<file path="src/rtl/ibgg_pkg.sv">
// ----------------------------------------------------------------------------
// ibgg_pkg
// Shared types and constants of the ignition/button gesture gate.
// ----------------------------------------------------------------------------
package ibgg_pkg;

  localparam int TimeWidth   = 32;
  localparam int CfgIdxWidth = 3;

  typedef logic [TimeWidth-1:0]   time_ms_t;
  typedef logic [CfgIdxWidth-1:0] cfg_idx_t;

  // register indexes
  localparam cfg_idx_t RegDebounce   = 3'd0;
  localparam cfg_idx_t RegArmTimeout = 3'd1;
  localparam cfg_idx_t RegOffSettle  = 3'd2;
  localparam cfg_idx_t RegPressHold  = 3'd3;
  localparam cfg_idx_t RegOnHold     = 3'd4;

  // reset values
  localparam time_ms_t DebounceRst   = 32'd80;
  localparam time_ms_t ArmTimeoutRst = 32'd30000;
  localparam time_ms_t OffSettleRst  = 32'd200;
  localparam time_ms_t PressHoldRst  = 32'd500;
  localparam time_ms_t OnHoldRst     = 32'd2000;

  // input actions
  localparam logic ActProcess = 1'b0;
  localparam logic ActInit    = 1'b1;

  typedef struct packed {
    time_ms_t debounce_ms;
    time_ms_t arm_timeout_ms;
    time_ms_t off_settle_ms;
    time_ms_t press_hold_ms;
    time_ms_t on_hold_ms;
  } cfg_t;

  typedef struct packed {
    logic     action;
    time_ms_t now_ms;
    logic     ignition_on;
    logic     enter_button;
  } sample_t;

endpackage

</file>
<file path="src/rtl/ibgg_cfg_regs.sv">
// ----------------------------------------------------------------------------
// ibgg_cfg_regs
// Threshold registers written through the plain configuration port.
// ----------------------------------------------------------------------------
module ibgg_cfg_regs (
  input  logic                clk,
  input  logic                rst,
  input  logic                cfg_write,
  input  ibgg_pkg::cfg_idx_t  cfg_index,
  input  ibgg_pkg::time_ms_t  cfg_data,
  output ibgg_pkg::cfg_t      cfg
);

  always_ff @(posedge clk) begin
    if (rst) begin
      cfg.debounce_ms    <= ibgg_pkg::DebounceRst;
      cfg.arm_timeout_ms <= ibgg_pkg::ArmTimeoutRst;
      cfg.off_settle_ms  <= ibgg_pkg::OffSettleRst;
      cfg.press_hold_ms  <= ibgg_pkg::PressHoldRst;
      cfg.on_hold_ms     <= ibgg_pkg::OnHoldRst;
    end else if (cfg_write) begin
      case (cfg_index)
        ibgg_pkg::RegDebounce:   cfg.debounce_ms    <= cfg_data;
        ibgg_pkg::RegArmTimeout: cfg.arm_timeout_ms <= cfg_data;
        ibgg_pkg::RegOffSettle:  cfg.off_settle_ms  <= cfg_data;
        ibgg_pkg::RegPressHold:  cfg.press_hold_ms  <= cfg_data;
        ibgg_pkg::RegOnHold:     cfg.on_hold_ms     <= cfg_data;
        default: ;
      endcase
    end
  end

endmodule

</file>
<file path="src/rtl/ibgg_gesture.sv">
// ----------------------------------------------------------------------------
// ibgg_gesture
// Gesture state and its single-pass next-state logic for one sample.
// ----------------------------------------------------------------------------
module ibgg_gesture (
  input  logic              clk,
  input  logic              rst,
  input  logic              step,
  input  ibgg_pkg::sample_t smp,
  input  ibgg_pkg::cfg_t    cfg,
  output logic              fire
);

  logic               raw_button,       raw_button_next;
  ibgg_pkg::time_ms_t raw_change_time,  raw_change_time_next;
  logic               debounced_button, debounced_button_next;
  ibgg_pkg::time_ms_t press_start_time, press_start_time_next;
  logic               armed_flag,       armed_flag_next;
  logic               on_pending_flag,  on_pending_flag_next;
  logic               qualified_flag,   qualified_flag_next;
  logic               expired_flag,     expired_flag_next;
  ibgg_pkg::time_ms_t armed_since_time, armed_since_time_next;
  logic               off_known_flag,   off_known_flag_next;
  ibgg_pkg::time_ms_t off_since_time,   off_since_time_next;
  ibgg_pkg::time_ms_t on_since_time,    on_since_time_next;

  always_comb begin
    ibgg_pkg::time_ms_t now;
    logic               btn;
    now = smp.now_ms;
    btn = smp.enter_button;

    raw_button_next       = raw_button;
    raw_change_time_next  = raw_change_time;
    debounced_button_next = debounced_button;
    press_start_time_next = press_start_time;
    armed_flag_next       = armed_flag;
    on_pending_flag_next  = on_pending_flag;
    qualified_flag_next   = qualified_flag;
    expired_flag_next     = expired_flag;
    armed_since_time_next = armed_since_time;
    off_known_flag_next   = off_known_flag;
    off_since_time_next   = off_since_time;
    on_since_time_next    = on_since_time;
    fire                  = 1'b0;

    if (smp.action == ibgg_pkg::ActInit) begin
      raw_button_next       = btn;
      raw_change_time_next  = now;
      debounced_button_next = 1'b0;
      press_start_time_next = now;
      armed_flag_next       = 1'b0;
      on_pending_flag_next  = 1'b0;
      qualified_flag_next   = 1'b0;
      expired_flag_next     = 1'b0;
      armed_since_time_next = '0;
      off_known_flag_next   = 1'b0;
      off_since_time_next   = '0;
      on_since_time_next    = '0;
    end else begin
      if (btn != raw_button) begin
        raw_button_next      = btn;
        raw_change_time_next = now;
      end
      // debounce: follow raw once it has been stable long enough
      if ((raw_button_next != debounced_button) &&
          ((now - raw_change_time_next) >= cfg.debounce_ms)) begin
        debounced_button_next = raw_button_next;
        if (raw_button_next) begin
          press_start_time_next = raw_change_time_next;
        end
      end
      // raw release clears the armed, pending, qualified and expired flags
      if (!btn) begin
        armed_flag_next      = 1'b0;
        on_pending_flag_next = 1'b0;
        qualified_flag_next  = 1'b0;
        expired_flag_next    = 1'b0;
      end
      if (btn && qualified_flag_next &&
          ((now - armed_since_time) >= cfg.arm_timeout_ms)) begin
        expired_flag_next    = 1'b1;
        armed_flag_next      = 1'b0;
        on_pending_flag_next = 1'b0;
      end
      if (!expired_flag_next) begin
        if (!smp.ignition_on) begin
          if (!off_known_flag) begin
            off_since_time_next = now;
            off_known_flag_next = 1'b1;
          end
          on_pending_flag_next = 1'b0;
          if (debounced_button_next && btn &&
              ((now - off_since_time_next) >= cfg.off_settle_ms) &&
              ((now - press_start_time_next) >= cfg.press_hold_ms)) begin
            if (!qualified_flag_next) begin
              qualified_flag_next   = 1'b1;
              armed_since_time_next = now;
            end
            armed_flag_next = 1'b1;
          end
        end else begin
          // ignition turned on while armed starts the hold timer
          if (off_known_flag && armed_flag_next && debounced_button_next && btn) begin
            on_since_time_next   = now;
            on_pending_flag_next = 1'b1;
          end
          off_known_flag_next = 1'b0;
          armed_flag_next     = 1'b0;
          if (on_pending_flag_next && debounced_button_next && btn &&
              ((now - on_since_time_next) >= cfg.on_hold_ms)) begin
            on_pending_flag_next = 1'b0;
            fire                 = 1'b1;
          end
        end
      end
    end
  end

  always_ff @(posedge clk) begin
    if (rst) begin
      raw_button       <= 1'b0;
      raw_change_time  <= '0;
      debounced_button <= 1'b0;
      press_start_time <= '0;
      armed_flag       <= 1'b0;
      on_pending_flag  <= 1'b0;
      qualified_flag   <= 1'b0;
      expired_flag     <= 1'b0;
      armed_since_time <= '0;
      off_known_flag   <= 1'b0;
      off_since_time   <= '0;
      on_since_time    <= '0;
    end else if (step) begin
      raw_button       <= raw_button_next;
      raw_change_time  <= raw_change_time_next;
      debounced_button <= debounced_button_next;
      press_start_time <= press_start_time_next;
      armed_flag       <= armed_flag_next;
      on_pending_flag  <= on_pending_flag_next;
      qualified_flag   <= qualified_flag_next;
      expired_flag     <= expired_flag_next;
      armed_since_time <= armed_since_time_next;
      off_known_flag   <= off_known_flag_next;
      off_since_time   <= off_since_time_next;
      on_since_time    <= on_since_time_next;
    end
  end

endmodule

</file>
<file path="src/rtl/ignition_button_gesture_gate_top.sv">
// ----------------------------------------------------------------------------
// ignition_button_gesture_gate_top
// Ignition/button gesture gate: debounces the enter button and raises a
// recovery request after the off-press-on-hold gesture.
// ----------------------------------------------------------------------------
//  channel | handshake             | payload
//  --------+-----------------------+--------------------------------------------
//  in      | in_valid / in_stall   | action, now_ms, ignition_on, enter_button
//  out     | out_valid / out_stall | recovery_request
//  cfg     | cfg_write             | cfg_index, cfg_data
//
//  one sample per cycle sustained while out_stall is low; a sample passes the
//  input register, then the gesture state update into the result register.
//  the gesture state advances when a sample moves from the input register
//  into the result register.
//  out_stall holds the result register; an empty input register still takes
//  one more transaction, a full one raises in_stall in the same cycle.
//  rst is synchronous; thresholds return to their defaults, state to zero.
// ----------------------------------------------------------------------------
module ignition_button_gesture_gate_top (
  input  logic               clk,
  input  logic               rst,
  input  logic               in_valid,
  output logic               in_stall,
  input  logic               action,
  input  ibgg_pkg::time_ms_t now_ms,
  input  logic               ignition_on,
  input  logic               enter_button,
  output logic               out_valid,
  input  logic               out_stall,
  output logic               recovery_request,
  input  logic               cfg_write,
  input  ibgg_pkg::cfg_idx_t cfg_index,
  input  ibgg_pkg::time_ms_t cfg_data
);

  ibgg_pkg::cfg_t    cfg;
  ibgg_pkg::sample_t smp;
  logic              smp_valid;
  logic              out_free;
  logic              advance;
  logic              fire;

  assign out_free = !out_valid || !out_stall;
  assign advance  = smp_valid && out_free;
  assign in_stall = smp_valid && !out_free;

  ibgg_cfg_regs u_cfg (
    .clk       (clk),
    .rst       (rst),
    .cfg_write (cfg_write),
    .cfg_index (cfg_index),
    .cfg_data  (cfg_data),
    .cfg       (cfg)
  );

  ibgg_gesture u_gesture (
    .clk  (clk),
    .rst  (rst),
    .step (advance),
    .smp  (smp),
    .cfg  (cfg),
    .fire (fire)
  );

  // input register
  always_ff @(posedge clk) begin
    if (rst) begin
      smp_valid <= 1'b0;
    end else if (!in_stall) begin
      smp_valid <= in_valid;
    end
  end

  always_ff @(posedge clk) begin
    if (in_valid && !in_stall) begin
      smp.action       <= action;
      smp.now_ms       <= now_ms;
      smp.ignition_on  <= ignition_on;
      smp.enter_button <= enter_button;
    end
  end

  // result register
  always_ff @(posedge clk) begin
    if (rst) begin
      out_valid <= 1'b0;
    end else if (out_free) begin
      out_valid <= smp_valid;
    end
  end

  always_ff @(posedge clk) begin
    if (advance) begin
      recovery_request <= fire;
    end
  end

endmodule
</file>
<file path="config.mk">
export PLATFORM = sky130hd
export DESIGN_NAME = ignition_button_gesture_gate_top
export DESIGN_NICKNAME = d
export VERILOG_FILES = /design/src/rtl/ibgg_pkg.sv /design/src/rtl/ibgg_cfg_regs.sv /design/src/rtl/ibgg_gesture.sv /design/src/rtl/ignition_button_gesture_gate_top.sv
export SDC_FILE = /design/constraint.sdc
export NUM_CORES = 1
export LEC_CHECK = 0
export ABC_AREA = 1
export ABC_CLOCK_PERIOD_IN_PS = 16930
export BUFFER_PORTS_ARGS = -buffer_cell sky130_fd_sc_hd__buf_2
export CORE_UTILIZATION = 45
export DETAILED_ROUTE_END_ITERATION = 10
export HOLD_SLACK_MARGIN = 0.03
export PLACE_DENSITY = 0.65
export SLEW_MARGIN = 20
export SYNTH_ARGS = -nofsm -noshare
export SYNTH_HDL_FRONTEND = slang
export SYNTH_SLANG_ARGS = --single-unit
export TNS_END_PERCENT = 100
</file>
<file path="constraint.sdc">
create_clock -name clk -period 16.93 [get_ports clk]
set_input_delay 0.8465 -clock clk [delete_from_list [all_inputs] [get_ports clk]]
set_output_delay 0.8465 -clock clk [all_outputs]
set_load 0.02 [all_outputs]
</file>
* Word-level counts from Yosys, hierarchy flattened
Index checks and enable logic that the tools add are counted.
Word-level totals: flip-flop bits (word level) 365, output and inout port bits 3
Cells by class: bitwise gates (word level) 1, reductions and logical operators 33, equality and inequality tests 9, multiplexer cells 63, order comparisons 5, add/subtract/negate cells 5
Operator list (number):
- two-way mux 32 bit | 26
- greater-or-equal comparator 32 bit | 5
- subtractor 32 bit | 5
- two-way mux 1 bit | 37
- logical AND 1 bit | 15
- AND reduction 2 bit | 6
- equality test 3 x 2 -> 1 bit (second input constant) | 2
- AND reduction 3 bit | 2
- AND reduction 5 bit | 1
- zero test 1 bit | 4
- inequality test 2 bit (second input constant) | 2
- nonzero test 2 bit | 2
- equality test 3 x 1 -> 1 bit (second input constant) | 1
- equality test 3 bit (second input constant) | 1
- zero test 3 bit | 1
- OR reduction 3 bit | 1
- inequality test 1 bit | 2
- inequality test 2 x 1 -> 1 bit (second input constant) | 1
- logical OR 1 bit | 1
- inverter 1 bit | 1

* Depth between registers and ports, before layout
Gate-level depths: netlist (run 1).
depth after elaboration 21, gate-level depth with buffers 63, gate-level depth less buffers 60

* By module
From an unflattened synthesis (run 1), not the netlist that was laid out.
Second synthesis, totals: cells, all modules 4292, area, all modules 28125.7 sq um
By module, submodules not included:
- ibgg_gesture | cells an instance 3350, seq. area each 3343.2 sq um, times used 1, area each 20731.1 sq um
- ibgg_cfg_regs | cells an instance 894, seq. area each 3203.1 sq um, times used 1, area each 6222.2 sq um
- ignition_button_gesture_gate_top | cells an instance 48, seq. area each 1121.1 sq um, times used 1, area each 1172.4 sq um

* Worst setup path after synthesis (run 1)
No wires, ideal clock.
path type reg-to-reg, from register smp[0] (netlist name), to register u_gesture.armed_since_time[10], cell stages (with the launch flop) 59, arrival 7.346 ns, slack 9.452 ns, library setup time 0.132 ns, cell sequence edfxtp_1 ha_1 buf_6 buf_2 buf_2 o21ai_0 ha_1 inv_1 ha_1 or2_4 nand2_2 nand2_2 a21boi_2 o21ai_2 a21oi_2 xor2_1 ha_1 nand2_1 [... 23 more ...] nand2_1 nand2_1 nand3_1 nand3b_1 nand2_1 ha_1 nand2_1 nor3_1 nand3_1 nor2_1 nand4_1 nand3_1 inv_1 nor2_4 nand2_2 buf_2 nand3_1 a21oi_1
Between the ends: longest elaborated chain between the ends 13, elaborated cells on any way between the ends 30, classes of those cells add/sub: 2; order compare: 2; eq/ne: 4; mux: 14; reduce/logical: 8
Ends and longest elaborated chain:
- inequality test 1 bit | line ibgg_gesture.sv:61 | if (btn != raw_button) begin
- two-way mux 32 bit | line ibgg_gesture.sv:61
- two-way mux 32 bit | line ibgg_gesture.sv:47 | if (smp.action == ibgg_pkg::ActInit) begin
- subtractor 32 bit | line ibgg_gesture.sv:67 | ((now - raw_change_time_next) >= cfg.debounce_ms)) begin
- greater-or-equal comparator 32 bit | line ibgg_gesture.sv:67
- logical AND 1 bit | line ibgg_gesture.sv:66 | if ((raw_button_next != debounced_button) &&
- two-way mux 32 bit or two-way mux 1 bit (tied branches) | line ibgg_gesture.sv:66
- two-way mux 32 bit or two-way mux 1 bit (tied branches) | line ibgg_gesture.sv:47
- subtractor 32 bit or logical AND 1 bit (tied branches) | line ibgg_gesture.sv:95, ibgg_gesture.sv:93
- greater-or-equal comparator 32 bit or logical AND 1 bit (tied branches) | line ibgg_gesture.sv:95, ibgg_gesture.sv:93
- logical AND 1 bit | line ibgg_gesture.sv:94 | ((now - off_since_time_next) >= cfg.off_settle_ms) &&
- nonzero test 2 bit (no source line)
- AND reduction 5 bit (no source line) (*)
- to (signal assigned) | line ibgg_gesture.sv:143 | armed_since_time <= armed_since_time_next;
- to (decl) | line ibgg_gesture.sv:22 | ibgg_pkg::time_ms_t armed_since_time, armed_since_time_next;
Mark *: on every way between the ends. The rest lies on a longest branch, timed or not. The select of a mux whose other input is x is not followed. A chain may end at the register's enable or synchronous reset.

* Worst setup path in the final report (run 1)
from register smp[0] (netlist name), to register u_gesture.armed_since_time[30]
Between the ends: longest elaborated chain between the ends 13, elaborated cells on any way between the ends 30, classes of those cells add/sub: 2; order compare: 2; eq/ne: 4; mux: 14; reduce/logical: 8
Ends and longest elaborated chain (line):
- inequality test 1 bit | ibgg_gesture.sv:61
- two-way mux 32 bit | ibgg_gesture.sv:61
- two-way mux 32 bit | ibgg_gesture.sv:47
- subtractor 32 bit | ibgg_gesture.sv:67
- greater-or-equal comparator 32 bit | ibgg_gesture.sv:67
- logical AND 1 bit | ibgg_gesture.sv:66
- two-way mux 32 bit or two-way mux 1 bit (tied branches) | ibgg_gesture.sv:66
- two-way mux 32 bit or two-way mux 1 bit (tied branches) | ibgg_gesture.sv:47
- subtractor 32 bit or logical AND 1 bit (tied branches) | ibgg_gesture.sv:95, ibgg_gesture.sv:93
- greater-or-equal comparator 32 bit or logical AND 1 bit (tied branches) | ibgg_gesture.sv:95, ibgg_gesture.sv:93
- logical AND 1 bit | ibgg_gesture.sv:94
- nonzero test 2 bit (no source line)
- AND reduction 5 bit (no source line) (*)
Marks and branches as above.

==> impl_results.md, run 1 <==
- Pwr dens: 111 mW/mm^2
- Post-CTS setup buffers: 0
- 1st-iter DRT viols: 2220
- Area leader, netlist: dfxtp_1
- Final wirelength: 101000 um
- Total I/O pin count: 78
- Buffers on Ports: 77
- Combinational fraction of design power: 42.7%
- Setup Viol. Count Final: 0
- Post-synth design cell area: between 0.02 and 0.03 mm^2
- Switching power: 0.00135 W
- CP bufs+invs: 6
- Sequential share of power: 28.6%
- GRT Residual Overflow: 0
- Post-CTS Hold Fix Bufs: 0
- CP max stage delay: slightly below 600 ps
- Die W: ~250 um
- Sw Share: 41.4%
- CTS resizes: 0
- Failing checks: design-rule violations
- Yosys reg bits: 365
- Most used flip-flop cell after synthesis: dfxtp_1
- Synth-to-layout area growth: 9.33%
- Fin cells: ~4.6k
- Post-route minimum period: roughly 11000 ps
- Unique masters post-synth: 57
- Maxcap violations: 0
- Met3 WL post-DR: 8140 um
- Die Y: roughly 250 um
- Status: finished with violations
- Routed vias/inst: 5.65
- Final setup TNS: 0 ps
- Top-count cell post-synth: nand2_1
- Hold Path Class: in2reg
- Skew final: about 39 ps
- TritonRoute pass-1 iters: 9
- Core area: 0.0589 mm^2
- Synth top cells by count: nand2_1 (599), inv_1 (506), a21oi_1 (505), o21ai_0 (363), dfxtp_1 (329)
- WHS Path Cells: 1
- Routed length on met2: 46000 um
- Worst-path clk slew: 60 ps
- Worst Setup Start Kind: register
- Vias in the first global route: 24.0k
- Top sig layer: met4
- WL/cell: 21.7 um
- Residual DRC: 4
- Cells after DPL: between 4k and 5k
- Crit path capture type: register
- Root Buffer: clkbuf_16
- Post-Synthesis Cells: 3802
- First-pass GRT wire length: about 150000 um
- Slowest-stage cell, CP: nor2_4
- RSZ-0062 raised after global routing: no
- Yosys warning total: 0
- Slew Limit Fails: 0
- Endpoints failing hold: 0
- Vias: 26.2k
- Later-pin clock latency in the skew report: 610 ps
- Share of cells above drive strength 1: 7.07%
- Crit path max fanout: 41
- Data arrival time of the worst path: ~11000 ps
- Die footprint: 0.0606 mm^2
- Max Freq: 0.0932 GHz
- Htree depth: 2
- Slew @ Worst Pin: 1090 ps
- Clock Tree Buf Depth: 3
- GPL Wtd Cong: about 1.0
- Row count: 89
- CTS tree: done
- VDD IR-drop max: 0.0900 mV
- Worst slew margin: 27.3%
- Fillers: about 6.0k
- Sequential-to-total area share from yosys stat: 28.6%
- Clock Power Share: 28.8%
- Most area-consuming cells after synthesis: dfxtp_1 (25%), ha_1 (15%), a21oi_1 (9.4%)
- Initial Util: 45.5%
- Async S/R FF share, synth: 0%
- Routed length on met1: 40000 um
- P_leak: 12.8 nW
- Largest net degree at the start of global routing: 118
- Synth Area per Inst: 7.05 um^2
- Gr usage total: between 30 and 40%
- Clock Sinks: 365
- Area share of the largest cell type after synthesis: 24.6%
- R2R depth: 47
- Required @ worst endpoint: around 17000 ps
- Post-synth EDFFs: 36
- Top delay family on crit path: simple AND/OR/NAND/NOR gates
- Final antenna-violating net count: 0
- Final period util: 63.4%
- Power Internal: around 0.0019 W
- Final net count: ~4.2k
- Post-DP HPWL: 77600 um
- Critical path class: reg2reg
- Post-Syn Nets: 4193
- Initial antenna violation count: 4
- Critical path's most frequent cell: nand2_1
- TritonCTS Buffers: between 40 and 50
- Worst path depth: 47
==> stage by stage <==
step | setup slack, ps | hold WS [ps] | area (um^2) | utilization [%] | total power [W]
finish | 6200 | 416 | 29300 | 49.8 | 0.00327
global route | 5410 | 413 | 29300 | 49.7 | 0.00346
CTS | 6390 | 402 | 29300 | 49.7 | 0.00326
detailed placement | 6490 | 442 | 27900 | 47.3 | 0.00232
global placement | 6480 | 431 | 27900 | 47.3 | 0.00232
floorplan | 9450 | 419 | 26800 | - | 0.00190
==> sequential cells by signal, summed over array words and instances, names as in the netlist <==
register                    flops
u_gesture.off_since_time       32
u_gesture.armed_since_time     32
out_valid                       1
u_gesture.press_start_time     32
u_gesture.armed_flag            1
u_gesture.qualified_flag        1
u_cfg.cfg                     160
u_gesture.off_known_flag        1
u_gesture.on_pending_flag       1
recovery_request                1
u_gesture.expired_flag          1
smp                            35
u_gesture.raw_change_time      32
u_gesture.raw_button            1
u_gesture.on_since_time        32
u_gesture.debounced_button      1
smp_valid                       1
==> per-layer routing <==
metal	vias to the layer above	track usage (%)
li1	12900	-
met1	12000	39.6
met2	1020	53.9
met3	268	6.37
met4	0	19.4
met5	-	0
==> power groups by stage <==
stage | combinational [W] | sequential, W | clock [W]
after CTS | 0.00138 | 0.000932 | 0.000948
after detailed placement | 0.00137 | 0.000950 | 0
final | 0.00139 | 0.000933 | 0.000940
after global placement | 0.00137 | 0.000950 | 0
after global routing | 0.00154 | 0.000935 | 0.000983
after floorplan | 0.000955 | 0.000947 | 0
==> placed cells by master (no fill, tap or decap), types with 11 or more instances in the layout <==
cell type  instances
clkbuf_16         43
nand3_1          136
nand2_2           18
xor2_1           101
nor3_1            27
buf_4             44
or2_1             16
dfxtp_1          329
o21ai_2           19
a31oi_1           25
a21oi_1          505
nand2_1          597
o21a_1            21
edfxtp_1          36
a211oi_1          21
o211ai_1          33
o211a_1           30
o21ai_0          363
ha_1             312
inv_1            505
buf_2             76
nor4_1            12
o21bai_1          18
or2_2             14
xnor2_1           45
nand4_1           25
nor2_1           283
a21o_1            11
o21ai_1           87
==> worst paths after layout <==
| path | from | to | slack (ps) |
|---|---|---|---|
| worst min register to register | u_gesture.on_since_time[0] | u_gesture.on_since_time[0] | 450 |
| worst max register to register | smp[0] | u_gesture.armed_since_time[30] | 6200 |
| worst max-delay path | smp[0] | u_gesture.armed_since_time[30] | 6200 |
| worst min-delay path | now_ms[31] | smp[33] | 420 |
==> final cells by class <==
class / count / area (um^2) / share of cell area, %
clock buffer: 57 / 1200 / 4.09
tap: 773 / 967 / 3.30
clock inverter: 21 / 215 / 0.734
antenna: 2 / 5.00 / 0.0171
timing repair buffer: 120 / 711 / 2.42
multi-input combinational: 2783 / 16600 / 56.6
inverter: 517 / 1940 / 6.63
sequential: 365 / 7670 / 26.2
==> cells by family after synthesis <==
kind of cell,after synthesis,synth area share (%)
AOI/OAI and AO/OA,1168,24.1
xor gates and xnor gates,146,4.77
buffers and inverters,654,9.52
and+or+nand+nor,1153,18.1
DFF,365,28.6
adders and majority gates,316,14.9
Power figures use the tool's default switching activity.
==> run 2: changes to the inputs <==
--- a/config.mk
+++ b/config.mk
@@ -5,8 +5,8 @@
 export SDC_FILE = /design/constraint.sdc
 export NUM_CORES = 1
 export LEC_CHECK = 0
-export ABC_AREA = 1
-export ABC_CLOCK_PERIOD_IN_PS = 16930
+export ABC_AREA = 0
+export ABC_CLOCK_PERIOD_IN_PS = 10700
 export BUFFER_PORTS_ARGS = -buffer_cell sky130_fd_sc_hd__buf_2
 export CORE_UTILIZATION = 45
 export DETAILED_ROUTE_END_ITERATION = 10
==> constraint.sdc (replaced) <==
create_clock -name clk -period 10.7 [get_ports clk]
set_input_delay 0.535 -clock clk [delete_from_list [all_inputs] [get_ports clk]]
set_output_delay 0.535 -clock clk [all_outputs]
set_load 0.02 [all_outputs]
==> run 2 against run 1 <==
Against the previous run: highest routed layer unchanged; clock-buffer cell count is 2 higher; critical endpoint is now recovery_request; synthesized area is 5.4% lower; critical path depth is 6 higher; clock skew is 22 ps lower; via count is 14% lower; critical path type unchanged; wire length is 23% lower; total power is 37% higher; the run now ends clean; worst setup slack worse by 5600 ps.
==> impl_results.md, run 2 <==
- Status: finished clean
- VDD IR-drop max: 0.107 mV
- Critical path class: reg2reg
- Max reg flops: 160
- Post-route minimum period: between 10000 and 15000 ps
- Area share of fa/ha/maj cells after synthesis: 15.7%
- Async S/R FF share, synth: 0%
- Initial antenna violation count: 0
- Critical path's most frequent cell: a21o_1
- XOR/XNOR share of the synthesized area: 4.87%
- Post-synth EDFFs: 36
- Pwr dens: around 160 mW/mm^2
- GRT Residual Overflow: 0
- Die Y: 239 um
- Synth-to-layout area growth: 12.3%
- Top-count cell post-synth: nand2_1
- Area leader, netlist: dfxtp_1
- Final period util: a little over nine tenths
- Final antenna-violating net count: 0
- Synth Area in Simple Gates: between 10% and 20%
- Buffers on Ports: between 70 and 80
- Total I/O pin count: 78
- Vias in the first global route: 21.6k
- Largest net degree at the start of global routing: 109
- Area share of the largest cell type after synthesis: 26.0%
- Vias: between 20k and 25k
- CTS tree: done
- Worst-path clk slew: approximately 70 ps
- Sequential-to-total area share from yosys stat: 30.2%
- Clock Tree Buf Depth: 3
- Synth top cells by count: nand2_1 (452), a21oi_1 (329), dfxtp_1 (329), ha_1 (312), inv_1 (266)
- Max Freq: 0.0990 GHz
- Post-Synthesis Cells: 3107
- Die footprint: 0.0573 mm^2
- First-pass GRT wire length: 118000 um
- Largest family of logic cells by synthesized area: compound AO/OA/AOI/OAI gates
- WL/cell: 19.6 um
- Final net count: 3554
- Root Buffer: clkbuf_16
- Die W: 239 um
- Residual DRC: 0
- Compound-Gate Fraction of Synth Area: 23.1%
- Slew @ Worst Pin: 1060 ps
- Yosys reg bits: 365
- Worst slew margin: 29.4%
- Clock Power Share: 36.3%
- Htree depth: 2
- Crit path capture type: register
- 1st-iter DRT viols: 1447
- Later-pin clock latency in the skew report: 590 ps
- Fin cells: 3945
- Commonest cells after routing, fill and taps aside: nand2_1 (450), dfxtp_1 (328), a21oi_1 (321)
- Skew final: 16.9 ps
- Data arrival time of the worst path: about 10000 ps
- Top reg by flops: u_cfg.cfg
- Initial Util: between 40% and 50%
- Most common cell after layout, fill and taps aside: nand2_1
- Worst Setup Start Kind: register
- Endpoints failing hold: 0
- Yosys warning total: 0
- Routed vias/inst: 5.73
- Row count: 86
- Maxcap violations: 0
- Power Internal: 0.00300 W
- Largest regs: u_cfg.cfg: 160 flops, smp: 35 flops
- Critical path startpoint: smp[2]
- Switching power: 0.00147 W
- Slowest-stage cell, CP: fa_1
- Sequential share of power: 32.7%
- Post-CTS Hold Fix Bufs: 0
- Hold_ws: 118 ps
- P_leak: 11.5 nW
- Hold Path Class: in2reg
- CP bufs+invs: 2
- Share of cells above drive strength 1: approximately a tenth
- TritonCTS Buffers: 44
- Post-layout util: 51.4%
- Post-DP HPWL: 56600 um
- Core area: 0.0554 mm^2
- Crit path max fanout: 7
- Setup Viol. Count Final: 0
- Top delay family on crit path: compound AO/OA/AOI/OAI gates
- Cells after DPL: 3856
- CP max stage delay: 420 ps
- Gr usage total: between 20% and 30%
- Sw Share: 32.9%
- Most used flip-flop cell after synthesis: dfxtp_1
- Final wirelength: slightly below 80000 um
- Synth Area per Inst: 8.16 um^2
- Most area-consuming cells after synthesis: dfxtp_1 (26%), ha_1 (15%), nand2_1 (6.7%)
- Unique masters post-synth: between 70 and 80
- Ant diodes: 0
- Startpoint of the worst-slack reg-to-reg timing path: smp[2]
- Slew Limit Fails: 0
- Required @ worst endpoint: 10990 ps
- Post-synth design cell area: 0.0254 mm^2
- Combinational fraction of design power: 31.1%
- Post-Syn Nets: 3498
- TritonRoute pass-1 iters: 5
- Clock Sinks: 365
- Min-delay src: now_ms[4]
- GPL Wtd Cong: ~0.96
- Mux share of post-synthesis cell area: 4.81%
[run 2: cell count changes in the layout (fill, tap and decap cells not counted), sizes merged, moves of 35 or more]
cell / change
o21ai: -364
inv: -246
a21oi: -178
nand2: -164
a21o: +128
nand3: -108
nor2: -106
mux2i: +87
a22o: +64
xor2: -56
xnor2: +51
a211oi: +42
nand2b: +35
[run 2: per-layer routing]
layer | GRT usage, % | part of all wire (%) | vias up
li1 | - | - | 11000
met1 | 35.3 | 45 | 10800
met2 | 43.7 | 46 | 633
met3 | 2.92 | 6.0 | 141
met4 | 10.3 | 3.4 | 0
met5 | 0 | 0 | -
[run 2: kinds of logic (layout without fill, tap and decap cells)]
| group | after synthesis | after routing |
|---|---|---|
| muxes | 118 | 118 |
| buffers and inverters | 400 | 489 |
| xor gates and xnor gates | 141 | 141 |
| and+or+nand+nor | 868 | 868 |
| AOI/OAI and AO/OA | 898 | 899 |
| adders and majority gates | 317 | 317 |
| DFF | 365 | 365 |
[run 2: layout make-up]
cell class	count	area, um^2
clock buffers	59	1280
well taps	748	936
flip-flops and latches	365	7670
fillers	5139	26900
repair buffers	143	942
inverters	266	998
multi-input cells	2343	16400
clock inverters	21	275
[run 2: power groups by stage]
stage | Clock [W] | Combinational [W] | Sequential (W)
2_1_floorplan | 0 | 0.000971 | 0.00148
3_3_place_gp | 0 | 0.00129 | 0.00149
3_5_place_dp | 0 | 0.00133 | 0.00149
4_1_cts | 0.00165 | 0.00134 | 0.00146
5_1_grt | 0.00170 | 0.00154 | 0.00146
6_report | 0.00162 | 0.00139 | 0.00146
[run 2: path summary, 6_finish.rpt]
check	endpoint	slack, ps	depth (start not counted)
worst max-delay path	recovery_request	600	53
worst min register to register	u_cfg.cfg[83]	450	2
worst min-delay path	smp[6]	120	1
worst max register to register	recovery_request	600	53
[run 2: per-stage QoR]
stage	total power (W)	area [um^2]	TNS, ps	setup slack, ps
6_report	0.00447	28500	0	600
5_1_grt	0.00470	28500	-157	-60.9
4_1_cts	0.00445	28200	0	101
3_5_place_dp	0.00282	26700	0	143
3_3_place_gp	0.00278	26700	0	491
2_1_floorplan	0.00245	25400	0	354
[run 2: timing repair]
item,CTS,global route
gates resized for setup,0,41
setup endpoints to repair,0,36
setup buffers,0,8
hold endpoints to repair,0,0
